[src/rtl/cwu_pkg.sv]
// ----------------------------------------------------------------------------
// cwu_pkg
// Types, constants and helpers shared by the congestion window update block.
// ----------------------------------------------------------------------------
package cwu_pkg;

  localparam int unsigned CFG_ADDR_W   = 3;
  localparam int unsigned CFG_DATA_W   = 32;

  localparam logic [15:0] MSS_RESET    = 16'd1024;
  localparam logic [31:0] CWND_RESET   = 32'(2 * 1024);
  localparam logic [31:0] SSTH_RESET   = 32'(10 * 1024);
  localparam int unsigned BUFFER_BYTES = 65536;
  localparam logic [16:0] PEER_RESET   = 17'(BUFFER_BYTES % (1 << 17));
  localparam logic [1:0]  DUP_ACK_LIMIT = 2'd3;
  localparam logic [31:0] CWND_MAX     = 32'hFFFF_FFFF;
  localparam logic [31:0] PTR_RESET    = 32'hFFFF_FFFF;  // -1

  localparam int unsigned DIV_STEPS    = 32;
  localparam int unsigned DIV_CNT_W    = $clog2(DIV_STEPS);

  // register index, taken from paddr above the byte lanes
  typedef enum logic [0:0] {
    REG_SEGMENT_SIZE = 1'b0,
    REG_UNUSED       = 1'b1
  } cwu_reg_e;

  typedef struct packed {
    logic load_item;
    logic mul_load;
    logic div_step;
    logic commit;
  } cwu_cmd_t;

  typedef struct packed {
    logic need_div;
  } cwu_status_t;

  function automatic logic [31:0] halve_floor(input logic [31:0] t, input logic [15:0] mss);
    logic [31:0] h;
    logic [31:0] f;
    h = t >> 1;
    f = {16'b0, mss};
    return (h > f) ? h : f;
  endfunction

  function automatic logic [31:0] sat_add(input logic [31:0] a, input logic [31:0] b);
    logic [32:0] s;
    s = {1'b0, a} + {1'b0, b};
    return s[32] ? CWND_MAX : s[31:0];
  endfunction

endpackage

[src/rtl/cwu_if.sv]
// ----------------------------------------------------------------------------
// cwu_in_if / cwu_out_if
// Valid/ready channels for events in and window results out.
// ----------------------------------------------------------------------------
interface cwu_in_if;
  logic        valid;
  logic        ready;
  logic        func;
  logic [30:0] ack_number;
  logic [16:0] peer_window;

  modport source (output valid, func, ack_number, peer_window, input ready);
  modport sink   (input valid, func, ack_number, peer_window, output ready);
endinterface

interface cwu_out_if;
  logic        valid;
  logic        ready;
  logic [31:0] congestion_window;
  logic [31:0] slow_start_threshold;
  logic [16:0] send_window;
  logic [31:0] released_bytes;
  logic        fast_retransmit;
  logic signed [31:0] acked_position;
  logic signed [31:0] sent_position;

  modport source (output valid, congestion_window, slow_start_threshold, send_window,
                  released_bytes, fast_retransmit, acked_position, sent_position,
                  input ready);
  modport sink   (input valid, congestion_window, slow_start_threshold, send_window,
                  released_bytes, fast_retransmit, acked_position, sent_position,
                  output ready);
endinterface

[src/rtl/cwu_apb_regs.sv]
// ----------------------------------------------------------------------------
// cwu_apb_regs
// APB register file holding the segment size.
// ----------------------------------------------------------------------------
module cwu_apb_regs (
  input  logic                                 clk_i,
  input  logic                                 rst_ni,
  input  logic                                 psel,
  input  logic                                 penable,
  input  logic                                 pwrite,
  input  logic [cwu_pkg::CFG_ADDR_W-1:0]       paddr,
  input  logic [cwu_pkg::CFG_DATA_W-1:0]       pwdata,
  output logic [cwu_pkg::CFG_DATA_W-1:0]       prdata,
  output logic                                 pready,
  output logic [15:0]                          mss_o
);

  logic [15:0]       mss_q;
  cwu_pkg::cwu_reg_e reg_sel;
  logic              wr_en;

  assign reg_sel = cwu_pkg::cwu_reg_e'(paddr[cwu_pkg::CFG_ADDR_W-1]);
  assign pready  = 1'b1;
  assign wr_en   = psel & penable & pwrite;

  always_ff @(posedge clk_i or negedge rst_ni) begin
    if (!rst_ni) begin
      mss_q <= cwu_pkg::MSS_RESET;
    end else if (wr_en && reg_sel == cwu_pkg::REG_SEGMENT_SIZE) begin
      mss_q <= pwdata[15:0];
    end
  end

  always_comb begin
    unique case (reg_sel)
      cwu_pkg::REG_SEGMENT_SIZE: prdata = {16'b0, mss_q};
      default:                   prdata = '0;
    endcase
  end

  assign mss_o = mss_q;

endmodule

[src/rtl/cwu_ctrl.sv]
// ----------------------------------------------------------------------------
// cwu_ctrl
// Sequencer: load event, evaluate, optional multiply and divide, commit.
// ----------------------------------------------------------------------------
module cwu_ctrl (
  input  logic                 clk_i,
  input  logic                 rst_ni,
  input  logic                 in_valid_i,
  output logic                 in_ready_o,
  output logic                 out_valid_o,
  input  logic                 out_ready_i,
  input  cwu_pkg::cwu_status_t status_i,
  output cwu_pkg::cwu_cmd_t    cmd_o
);

  typedef enum logic [2:0] {
    ST_IDLE,
    ST_EVAL,
    ST_MUL,
    ST_DIV,
    ST_FIN
  } state_e;

  state_e                         state_q;
  logic [cwu_pkg::DIV_CNT_W-1:0]  cnt_q;
  logic                           out_valid_q;
  logic                           out_free;
  logic                           commit;

  // result register is free when empty or being drained this cycle
  assign out_free = !out_valid_q || out_ready_i;
  assign commit   = out_free &&
                    ((state_q == ST_EVAL && !status_i.need_div) || state_q == ST_FIN);

  assign in_ready_o        = (state_q == ST_IDLE);
  assign out_valid_o       = out_valid_q;
  assign cmd_o.load_item   = (state_q == ST_IDLE) && in_valid_i;
  assign cmd_o.mul_load    = (state_q == ST_MUL);
  assign cmd_o.div_step    = (state_q == ST_DIV);
  assign cmd_o.commit      = commit;

  always_ff @(posedge clk_i or negedge rst_ni) begin
    if (!rst_ni) begin
      state_q     <= ST_IDLE;
      cnt_q       <= '0;
      out_valid_q <= 1'b0;
    end else begin
      if (commit) begin
        out_valid_q <= 1'b1;
      end else if (out_ready_i) begin
        out_valid_q <= 1'b0;
      end
      unique case (state_q)
        ST_IDLE: begin
          if (in_valid_i) state_q <= ST_EVAL;
        end
        ST_EVAL: begin
          if (status_i.need_div) begin
            state_q <= ST_MUL;
          end else if (out_free) begin
            state_q <= ST_IDLE;
          end
        end
        ST_MUL: begin
          cnt_q   <= '0;
          state_q <= ST_DIV;
        end
        ST_DIV: begin
          cnt_q <= cnt_q + 1'b1;
          if (cnt_q == cwu_pkg::DIV_CNT_W'(cwu_pkg::DIV_STEPS - 1)) state_q <= ST_FIN;
        end
        ST_FIN: begin
          if (out_free) state_q <= ST_IDLE;
        end
        default: state_q <= ST_IDLE;
      endcase
    end
  end

endmodule

[src/rtl/cwu_dp.sv]
// ----------------------------------------------------------------------------
// cwu_dp
// Window state, event decode, restoring divider and result register.
// ----------------------------------------------------------------------------
module cwu_dp (
  input  logic                 clk_i,
  input  logic                 rst_ni,
  input  cwu_pkg::cwu_cmd_t    cmd_i,
  output cwu_pkg::cwu_status_t status_o,
  input  logic [15:0]          mss_i,
  input  logic                 func_i,
  input  logic [30:0]          ack_number_i,
  input  logic [16:0]          peer_window_i,
  output logic [31:0]          congestion_window_o,
  output logic [31:0]          slow_start_threshold_o,
  output logic [16:0]          send_window_o,
  output logic [31:0]          released_bytes_o,
  output logic                 fast_retransmit_o,
  output logic signed [31:0]   acked_position_o,
  output logic signed [31:0]   sent_position_o
);

  // event held for the duration of the item
  logic        func_q;
  logic [30:0] ack_q;
  logic [16:0] pw_q;

  // window state
  logic [31:0]        cwnd_q, cwnd_d;
  logic [31:0]        ssth_q, ssth_d;
  logic [16:0]        peer_q, peer_d;
  logic signed [31:0] acked_q, acked_d;
  logic signed [31:0] sent_q, sent_d;
  logic [1:0]         dup_q, dup_d;

  // divider: dividend shifts out, quotient shifts in
  logic [31:0] dvd_q, dvd_d;
  logic [31:0] rem_q, rem_d;
  logic [32:0] rem_sh;
  logic        q_bit;
  logic [31:0] mss_sq;

  logic signed [31:0] ack_s;
  logic        is_dup, is_new;
  logic        slow_start;
  logic [1:0]  dup_inc;
  logic [31:0] ssth_half;
  logic [31:0] grow_add;
  logic [31:0] released;
  logic        fast;
  logic [16:0] swnd;

  assign ack_s      = signed'({1'b0, ack_q});
  assign is_dup     = !func_q && (ack_s == acked_q);
  assign is_new     = !func_q && (ack_s > acked_q);
  assign slow_start = cwnd_q < ssth_q;
  assign dup_inc    = dup_q + 2'd1;
  assign ssth_half  = cwu_pkg::halve_floor(ssth_q, mss_i);

  assign status_o.need_div = is_new && !slow_start && (cwnd_q != '0);

  assign mss_sq = 32'(mss_i) * 32'(mss_i);
  assign rem_sh = {rem_q, dvd_q[31]};
  assign q_bit  = rem_sh >= {1'b0, cwnd_q};

  always_comb begin
    dvd_d = dvd_q;
    rem_d = rem_q;
    if (cmd_i.mul_load) begin
      dvd_d = mss_sq;
      rem_d = '0;
    end else if (cmd_i.div_step) begin
      dvd_d = {dvd_q[30:0], q_bit};
      rem_d = q_bit ? 32'(rem_sh - {1'b0, cwnd_q}) : rem_sh[31:0];
    end
  end

  // slow start adds a segment, avoidance adds the quotient
  assign grow_add = slow_start ? {16'b0, mss_i} : dvd_q;

  always_comb begin
    cwnd_d   = cwnd_q;
    ssth_d   = ssth_q;
    peer_d   = peer_q;
    acked_d  = acked_q;
    sent_d   = sent_q;
    dup_d    = dup_q;
    released = '0;
    fast     = 1'b0;
    if (func_q) begin
      ssth_d = ssth_half;
      cwnd_d = {16'b0, mss_i};
    end else begin
      peer_d = pw_q;
      if (is_dup) begin
        dup_d = dup_inc;
        if (dup_inc >= cwu_pkg::DUP_ACK_LIMIT) begin
          ssth_d = ssth_half;
          cwnd_d = ssth_half;
          dup_d  = '0;
          fast   = 1'b1;
        end
      end else if (is_new) begin
        dup_d    = '0;
        released = 32'(ack_s - acked_q);
        acked_d  = ack_s;
        if (ack_s > sent_q) sent_d = ack_s;
        if (!slow_start && cwnd_q == '0) begin
          cwnd_d = cwu_pkg::CWND_MAX;
        end else begin
          cwnd_d = cwu_pkg::sat_add(cwnd_q, grow_add);
        end
      end
    end
  end

  assign swnd = (cwnd_d < {15'b0, peer_d}) ? cwnd_d[16:0] : peer_d;

  always_ff @(posedge clk_i or negedge rst_ni) begin
    if (!rst_ni) begin
      cwnd_q  <= cwu_pkg::CWND_RESET;
      ssth_q  <= cwu_pkg::SSTH_RESET;
      peer_q  <= cwu_pkg::PEER_RESET;
      acked_q <= signed'(cwu_pkg::PTR_RESET);
      sent_q  <= signed'(cwu_pkg::PTR_RESET);
      dup_q   <= '0;
    end else if (cmd_i.commit) begin
      cwnd_q  <= cwnd_d;
      ssth_q  <= ssth_d;
      peer_q  <= peer_d;
      acked_q <= acked_d;
      sent_q  <= sent_d;
      dup_q   <= dup_d;
    end
  end

  always_ff @(posedge clk_i) begin
    if (cmd_i.load_item) begin
      func_q <= func_i;
      ack_q  <= ack_number_i;
      pw_q   <= peer_window_i;
    end
    dvd_q <= dvd_d;
    rem_q <= rem_d;
    if (cmd_i.commit) begin
      congestion_window_o    <= cwnd_d;
      slow_start_threshold_o <= ssth_d;
      send_window_o          <= swnd;
      released_bytes_o       <= released;
      fast_retransmit_o      <= fast;
      acked_position_o       <= acked_d;
      sent_position_o        <= sent_d;
    end
  end

endmodule

[src/rtl/congestion_window_update.sv]
// ----------------------------------------------------------------------------
// congestion_window_update
// Sender-side congestion window engine, Tahoe style.
// ----------------------------------------------------------------------------
// Usage:
//   in_i carries one event per beat: func 0 for an ack (with ack_number and
//   the peer's advertised window), func 1 for a receive timeout.
//   out_o returns one result beat per event: cwnd, ssthresh, send window,
//   released bytes, fast retransmit flag and the acked/sent positions.
//   The APB port holds segment_size at byte address 0; write it while idle.
// Sequence:
//   An event is taken in ST_IDLE and evaluated in ST_EVAL. A new ack in
//   congestion avoidance also computes MSS*MSS/cwnd: a multiply load in
//   ST_MUL, a 32-step restoring divider in ST_DIV, then a commit in ST_FIN.
//   The divider sets the worst-case rate.
// Reset:
//   cwnd 2048, ssthresh 10240, peer window 65536, positions -1, duplicate
//   count 0, segment_size 1024. No result is pending.
// Back-pressure:
//   The result sits in an output register; the next event is accepted and
//   processed while it waits, and its commit holds until out_o drains.
// ----------------------------------------------------------------------------
module congestion_window_update (
  input  logic                           clk_i,
  input  logic                           rst_ni,
  cwu_in_if.sink                         in_i,
  cwu_out_if.source                      out_o,
  input  logic                           psel,
  input  logic                           penable,
  input  logic                           pwrite,
  input  logic [cwu_pkg::CFG_ADDR_W-1:0] paddr,
  input  logic [cwu_pkg::CFG_DATA_W-1:0] pwdata,
  output logic [cwu_pkg::CFG_DATA_W-1:0] prdata,
  output logic                           pready
);

  logic                 [15:0] mss;
  cwu_pkg::cwu_cmd_t    cmd;
  cwu_pkg::cwu_status_t status;

  cwu_apb_regs u_regs (
    .clk_i   (clk_i),
    .rst_ni  (rst_ni),
    .psel    (psel),
    .penable (penable),
    .pwrite  (pwrite),
    .paddr   (paddr),
    .pwdata  (pwdata),
    .prdata  (prdata),
    .pready  (pready),
    .mss_o   (mss)
  );

  cwu_ctrl u_ctrl (
    .clk_i       (clk_i),
    .rst_ni      (rst_ni),
    .in_valid_i  (in_i.valid),
    .in_ready_o  (in_i.ready),
    .out_valid_o (out_o.valid),
    .out_ready_i (out_o.ready),
    .status_i    (status),
    .cmd_o       (cmd)
  );

  cwu_dp u_dp (
    .clk_i                  (clk_i),
    .rst_ni                 (rst_ni),
    .cmd_i                  (cmd),
    .status_o               (status),
    .mss_i                  (mss),
    .func_i                 (in_i.func),
    .ack_number_i           (in_i.ack_number),
    .peer_window_i          (in_i.peer_window),
    .congestion_window_o    (out_o.congestion_window),
    .slow_start_threshold_o (out_o.slow_start_threshold),
    .send_window_o          (out_o.send_window),
    .released_bytes_o       (out_o.released_bytes),
    .fast_retransmit_o      (out_o.fast_retransmit),
    .acked_position_o       (out_o.acked_position),
    .sent_position_o        (out_o.sent_position)
  );

endmodule

[src/flat_wrapper.sv]
// flat-port wrapper written by rule: the top's interface ports become plain ports
module congestion_window_update_flat 
  (clk_i, rst_ni, psel, penable, pwrite, paddr, pwdata, prdata, pready, in_i_valid, in_i_func, in_i_ack_number, in_i_peer_window, in_i_ready, out_o_valid, out_o_congestion_window, out_o_slow_start_threshold, out_o_send_window, out_o_released_bytes, out_o_fast_retransmit, out_o_acked_position, out_o_sent_position, out_o_ready);
  cwu_in_if in_i_i ();
  cwu_out_if out_o_i ();
  input  logic clk_i;
  input  logic rst_ni;
  input  logic psel;
  input  logic penable;
  input  logic pwrite;
  input  logic [cwu_pkg::CFG_ADDR_W-1:0] paddr;
  input  logic [cwu_pkg::CFG_DATA_W-1:0] pwdata;
  output logic [cwu_pkg::CFG_DATA_W-1:0] prdata;
  output logic pready;
  input wire logic [$bits(in_i_i.valid)-1:0] in_i_valid;
  input wire logic [$bits(in_i_i.func)-1:0] in_i_func;
  input wire logic [$bits(in_i_i.ack_number)-1:0] in_i_ack_number;
  input wire logic [$bits(in_i_i.peer_window)-1:0] in_i_peer_window;
  output wire logic [$bits(in_i_i.ready)-1:0] in_i_ready;
  output wire logic [$bits(out_o_i.valid)-1:0] out_o_valid;
  output wire logic [$bits(out_o_i.congestion_window)-1:0] out_o_congestion_window;
  output wire logic [$bits(out_o_i.slow_start_threshold)-1:0] out_o_slow_start_threshold;
  output wire logic [$bits(out_o_i.send_window)-1:0] out_o_send_window;
  output wire logic [$bits(out_o_i.released_bytes)-1:0] out_o_released_bytes;
  output wire logic [$bits(out_o_i.fast_retransmit)-1:0] out_o_fast_retransmit;
  output wire logic [$bits(out_o_i.acked_position)-1:0] out_o_acked_position;
  output wire logic [$bits(out_o_i.sent_position)-1:0] out_o_sent_position;
  input wire logic [$bits(out_o_i.ready)-1:0] out_o_ready;
  assign in_i_i.valid = in_i_valid;
  assign in_i_i.func = in_i_func;
  assign in_i_i.ack_number = in_i_ack_number;
  assign in_i_i.peer_window = in_i_peer_window;
  assign in_i_ready = in_i_i.ready;
  assign out_o_valid = out_o_i.valid;
  assign out_o_congestion_window = out_o_i.congestion_window;
  assign out_o_slow_start_threshold = out_o_i.slow_start_threshold;
  assign out_o_send_window = out_o_i.send_window;
  assign out_o_released_bytes = out_o_i.released_bytes;
  assign out_o_fast_retransmit = out_o_i.fast_retransmit;
  assign out_o_acked_position = out_o_i.acked_position;
  assign out_o_sent_position = out_o_i.sent_position;
  assign out_o_i.ready = out_o_ready;
  congestion_window_update u_core (.clk_i(clk_i), .rst_ni(rst_ni), .in_i(in_i_i), .out_o(out_o_i), .psel(psel), .penable(penable), .pwrite(pwrite), .paddr(paddr), .pwdata(pwdata), .prdata(prdata), .pready(pready));
endmodule
[config.mk]
export PLATFORM = sky130hd
export DESIGN_NAME = congestion_window_update_flat
export DESIGN_NICKNAME = d
export VERILOG_FILES = /design/src/rtl/cwu_pkg.sv /design/src/rtl/cwu_if.sv /design/src/rtl/cwu_apb_regs.sv /design/src/rtl/cwu_ctrl.sv /design/src/rtl/cwu_dp.sv /design/src/rtl/congestion_window_update.sv /design/src/flat_wrapper.sv
export SDC_FILE = /design/constraint.sdc
export NUM_CORES = 2
export LEC_CHECK = 0
export ABC_AREA = 1
export ABC_CLOCK_PERIOD_IN_PS = 11090
export BUFFER_PORTS_ARGS = -buffer_cell sky130_fd_sc_hd__buf_2
export CAP_MARGIN = 20
export CORE_AREA = 2 2 316 240
export DETAILED_ROUTE_END_ITERATION = 7
export DIE_AREA = 0 0 318 242
export PLACE_DENSITY = 0.66
export SLEW_MARGIN = 20
export SYNTH_ARGS = -nofsm -noshare
export SYNTH_HDL_FRONTEND = slang
export SYNTH_SLANG_ARGS = --single-unit
[constraint.sdc]
create_clock -name clk_i -period 11.09 [get_ports clk_i]
set_input_delay 0.5545 -clock clk_i [delete_from_list [all_inputs] [get_ports clk_i]]
set_output_delay 0.5545 -clock clk_i [all_outputs]
set_load 0.005 [all_outputs]
==> impl_metrics.csv <==
group,metric,value,unit
routing,dr.pass1.iters,6,
routing,wire_per_inst,18.3,µm
yosys,async_flop_share,37.1,%
worst_hold_path,whs_path_depth,1,
sta,hold_viol,0,
flow_run,cap_violations,0,
sta,slew_headroom,30.6,%
placed_design,dp_hpwl,71300,µm
routing,via_count,27300,
worst_setup_path,critical_path_arrival,7.85,ns
worst_hold_path,hold_class,"in -> reg",
clocking,cts_num_sinks,463,
yosys,yosys.area_share.adder,20.8,%
yosys,synth_compound_area_share,13.8,%
die,start_util,45.3,%
yosys,synth_edf_count,259,
status,status,"finished, final reports clean",
yosys,synth_warnings,0,
clocking,cts_max_path_buffers,3,
worst_setup_path,cp_num_buf_inv,4,
yosys,synthFlopType,"edfxtp_1",
worst_setup_path,cpLargestDelayFamily,"adder cells",
global_routing,grt_max_degree,158,
yosys,synthCells,3913,
worst_hold_path,hp-start,"in_i_ack_number[15]",
global_routing,grt_pass1_vias,25900,
routing,vias_per_cell,5.30,
worst_setup_path,worstPathMaxFanout,15,
sta,finalSetupViolations,0,
yosys,synthSimpleGateAreaFrac,16.1,%
worst_setup_path,slowest_delay,0.83,ns
placed_design,port_buffers,268,
clocking,cts_setup_buffers,0,
worst_setup_path,critPathLaunchType,"flop",
worst_setup_path,r2r_start,"u_core.u_regs.mss_o[4]",
die,dieArea,0.0770,mm²
die,coreArea,0.0741,mm²
sta,period_needed,7.48,ns
sta,fin_crit_sh,67.5,%
sta,rsz0062_at_grt,"no",
routing,antenna_left,0,
yosys,synth.top_cell.area_share,23.1,%
sta,final.setup.worst_slack,3.61,ns
yosys,synth_top_family_by_area,"adder cells",
sta,skew,0.0345,ns
finish,diodes,0,
yosys,post_synth_xor_area_fraction,2.48,%
finish,drive_above_1_share,13.1,%
worst_setup_path,timing.rr.end,"u_core.u_dp.dvd_q[29]",
routing,drc_errors,0,
die,die_w,318,µm
sta,fin_tns_setup,0,ns
yosys,synth_cell_types,68,
global_routing,grt_usage,24.4,%
worst_setup_path,r2r_setup_slack,3.61,ns
global_routing,grt_antenna_before_repair,0,
sta,fmax,134,MHz
finish,final_nets,4678,
worst_setup_path,worstPathRequired,11.46,ns
clocking,cts_buffers,49,
clocking,cts_max_level,2,
routing,drtIter0Drc,2707,
placed_design,place_ws,3.70,ns
global_routing,overflow,0,
die,die-height,242,µm
sta,maxSlewViolCount,0,
yosys,synth_area_leaders,"edfxtp_1, ha_1, fa_1, nand2_1, dfrtp_1",
yosys,synth_top_area_cell,"edfxtp_1",
yosys,avgSynthCellArea,8.59,µm²
yosys,yosysSeqAreaShare,38.1,%
die,rows,87,
worst_setup_path,end_kind,"flop",
yosys,netlist_area,0.0336,mm²
global_routing,grt_pass1_wl,148000,µm
yosys,synth-seq-cells,463,
sta,worst_pin_slew,1.03,ns
finish,syn_to_final_growth,11.9,%
finish,nFillCells,7042,
clocking,cts_tree,"done",
clocking,worst_skew_pair.late_latency,0.63,ns
finish,fin_util,50.7,%
placed_design,gp_congestion,0.937,
clocking,cts-root-buf,"clkbuf_16",
worst_setup_path,critPathSlowestCell,"dfrtp_1",
worst_setup_path,crit_type,"reg -> reg",
die,ios,304,
routing,drt_wl_total,94300,µm
yosys,muxShareOfSynthArea,0,%
clocking,cts_resized,0,
worst_setup_path,r2r_cells,26,
clocking,ctsHoldBuffers,1,
clocking,clkTransAtPathRegs,0.06,ns
worst_hold_path,whs_endpoint,"u_core.u_dp.ack_q[15]",
[metal layers]
metal,track usage [%],wire (µm)
met1,34.3,42700
met5,0,0
met4,5.76,2010
met2,38.2,41900
met3,5.57,7650
[worst reg2reg max path: stages, from the launching register on]
cell and delay, ns:
dfrtp_1 0.83, clkinv_1 0.61, fa_1 0.68, inv_1 0.06, fa_1 0.47, ha_1 0.31
ha_1 0.28, inv_1 0.05, fa_1 0.50, fa_1 0.56, inv_1 0.05, ha_1 0.34
a21o_1 0.17, a21oi_1 0.21, nor2_1 0.06, o21ai_0 0.14, nand2_1 0.09, a21boi_0 0.52
o21ai_0 0.29, nand3_1 0.12, nand2_1 0.10, a21oi_1 0.24, o21ai_0 0.19, nand3_1 0.13
nand3_1 0.07, nand3_1 0.09, o21ai_0 0.09
[worst max path at each step]
stage | slack, ns | depth (start not counted) | end | start
after floorplan | 3.15 | 19 | u_core.u_dp.cwnd_q[18] | u_core.u_dp.acked_q[30]
after global placement | 3.73 | 36 | u_core.u_dp.send_window_o[5] | u_core.u_dp.ssth_q[25]
after detailed placement | 3.70 | 26 | u_core.u_dp.dvd_q[29] | u_core.u_regs.mss_o[4]
after CTS | 3.67 | 36 | u_core.u_dp.send_window_o[5] | u_core.u_dp.ssth_q[25]
after global routing | 3.08 | 36 | u_core.u_dp.send_window_o[5] | u_core.u_dp.ssth_q[25]
final | 3.61 | 26 | u_core.u_dp.dvd_q[29] | u_core.u_regs.mss_o[4]
[cell usage in the layout (no fill, tap or decap), drive strengths merged, types with 6 or more instances in the layout]
cell      count
nand2       882
inv         586
o21ai       433
buf         303
ha          290
edfxtp      259
nor2        250
a21oi       246
fa          167
dfrtp       103
nand3        79
dfstp        69
clkbuf       58
xor2         52
xnor2        43
o22ai        42
nand4        33
dfxtp        32
or2          28
clkinv       28
nor3         25
o21a         22
conb         17
a31oi        16
o221ai       12
o21bai       10
o311ai        9
bufinv        9
a21o          8
a21boi        8
nor4          7
clkinvlp      6
[area by class of cell]
type | count | area [µm²] | area share [%]
multi-input cells | 2716 | 18000 | 47.8
clock buffers | 57 | 1280 | 3.39
inverters | 595 | 2250 | 5.97
clock inverters | 34 | 439 | 1.17
well taps | 979 | 1220 | 3.26
flip-flops and latches | 463 | 12800 | 34.1
repair buffers | 305 | 1650 | 4.39
[stage by stage]
step / hold slack [ns] / std cells / cell area [µm²]
floorplan: 0.259 / 3928 / 33700
global placement: 0.458 / 5055 / 35800
detailed placement: 0.460 / 5056 / 35900
CTS: 0.0707 / 5148 / 37600
global route: 0.0839 / 5149 / 37600
finish: 0.102 / 5149 / 37600
[registers in the layout, summed over array words and instances (netlist names)]
signal / cells
u_core.u_dp.rem_q: 32
u_core.u_dp.acked_q: 32
u_core.u_dp.released_bytes_o: 32
u_core.u_dp.send_window_o: 17
u_core.u_dp.func_q: 1
u_core.u_dp.ack_q: 31
u_core.u_dp.fast_retransmit_o: 1
u_core.u_ctrl.out_valid_o: 1
u_core.u_dp.sent_q: 32
u_core.u_ctrl.state_q: 3
u_core.u_regs.mss_o: 16
u_core.u_dp.acked_position_o: 32
u_core.u_dp.dvd_q: 32
u_core.u_dp.congestion_window_o: 32
u_core.u_dp.ssth_q: 32
u_core.u_dp.cwnd_q: 32
u_core.u_dp.dup_q: 2
u_core.u_dp.pw_q: 17
u_core.u_dp.peer_q: 17
u_core.u_dp.sent_position_o: 32
u_core.u_dp.slow_start_threshold_o: 32
u_core.u_ctrl.cnt_q: 5
[cell families after synthesis]
kind of cell             count (synthesis)
AO/OA/AOI/OAI                          837
XOR/XNOR                                95
adder cells (fa/ha/maj)                457
buffers and inverters                  749
flip-flops                             463
other                                    2
AND/OR/NAND/NOR                       1310
[cell usage after synthesis, types with 20 or more instances]
cell type,instances
or2_2,28
nand3_1,78
nor3_1,23
fa_1,167
xor2_1,52
ha_1,290
o22ai_1,42
nand2_1,860
xnor2_1,43
o21ai_1,20
nor2_1,237
dfrtp_1,103
o21ai_0,413
clkbuf_1,108
nand4_1,33
a21oi_1,241
dfxtp_1,32
dfstp_2,69
edfxtp_1,259
inv_1,572
o21a_1,22
Power is not shown: default switching activity piles up to over one toggle a cycle in this logic, so the estimate is an artifact.
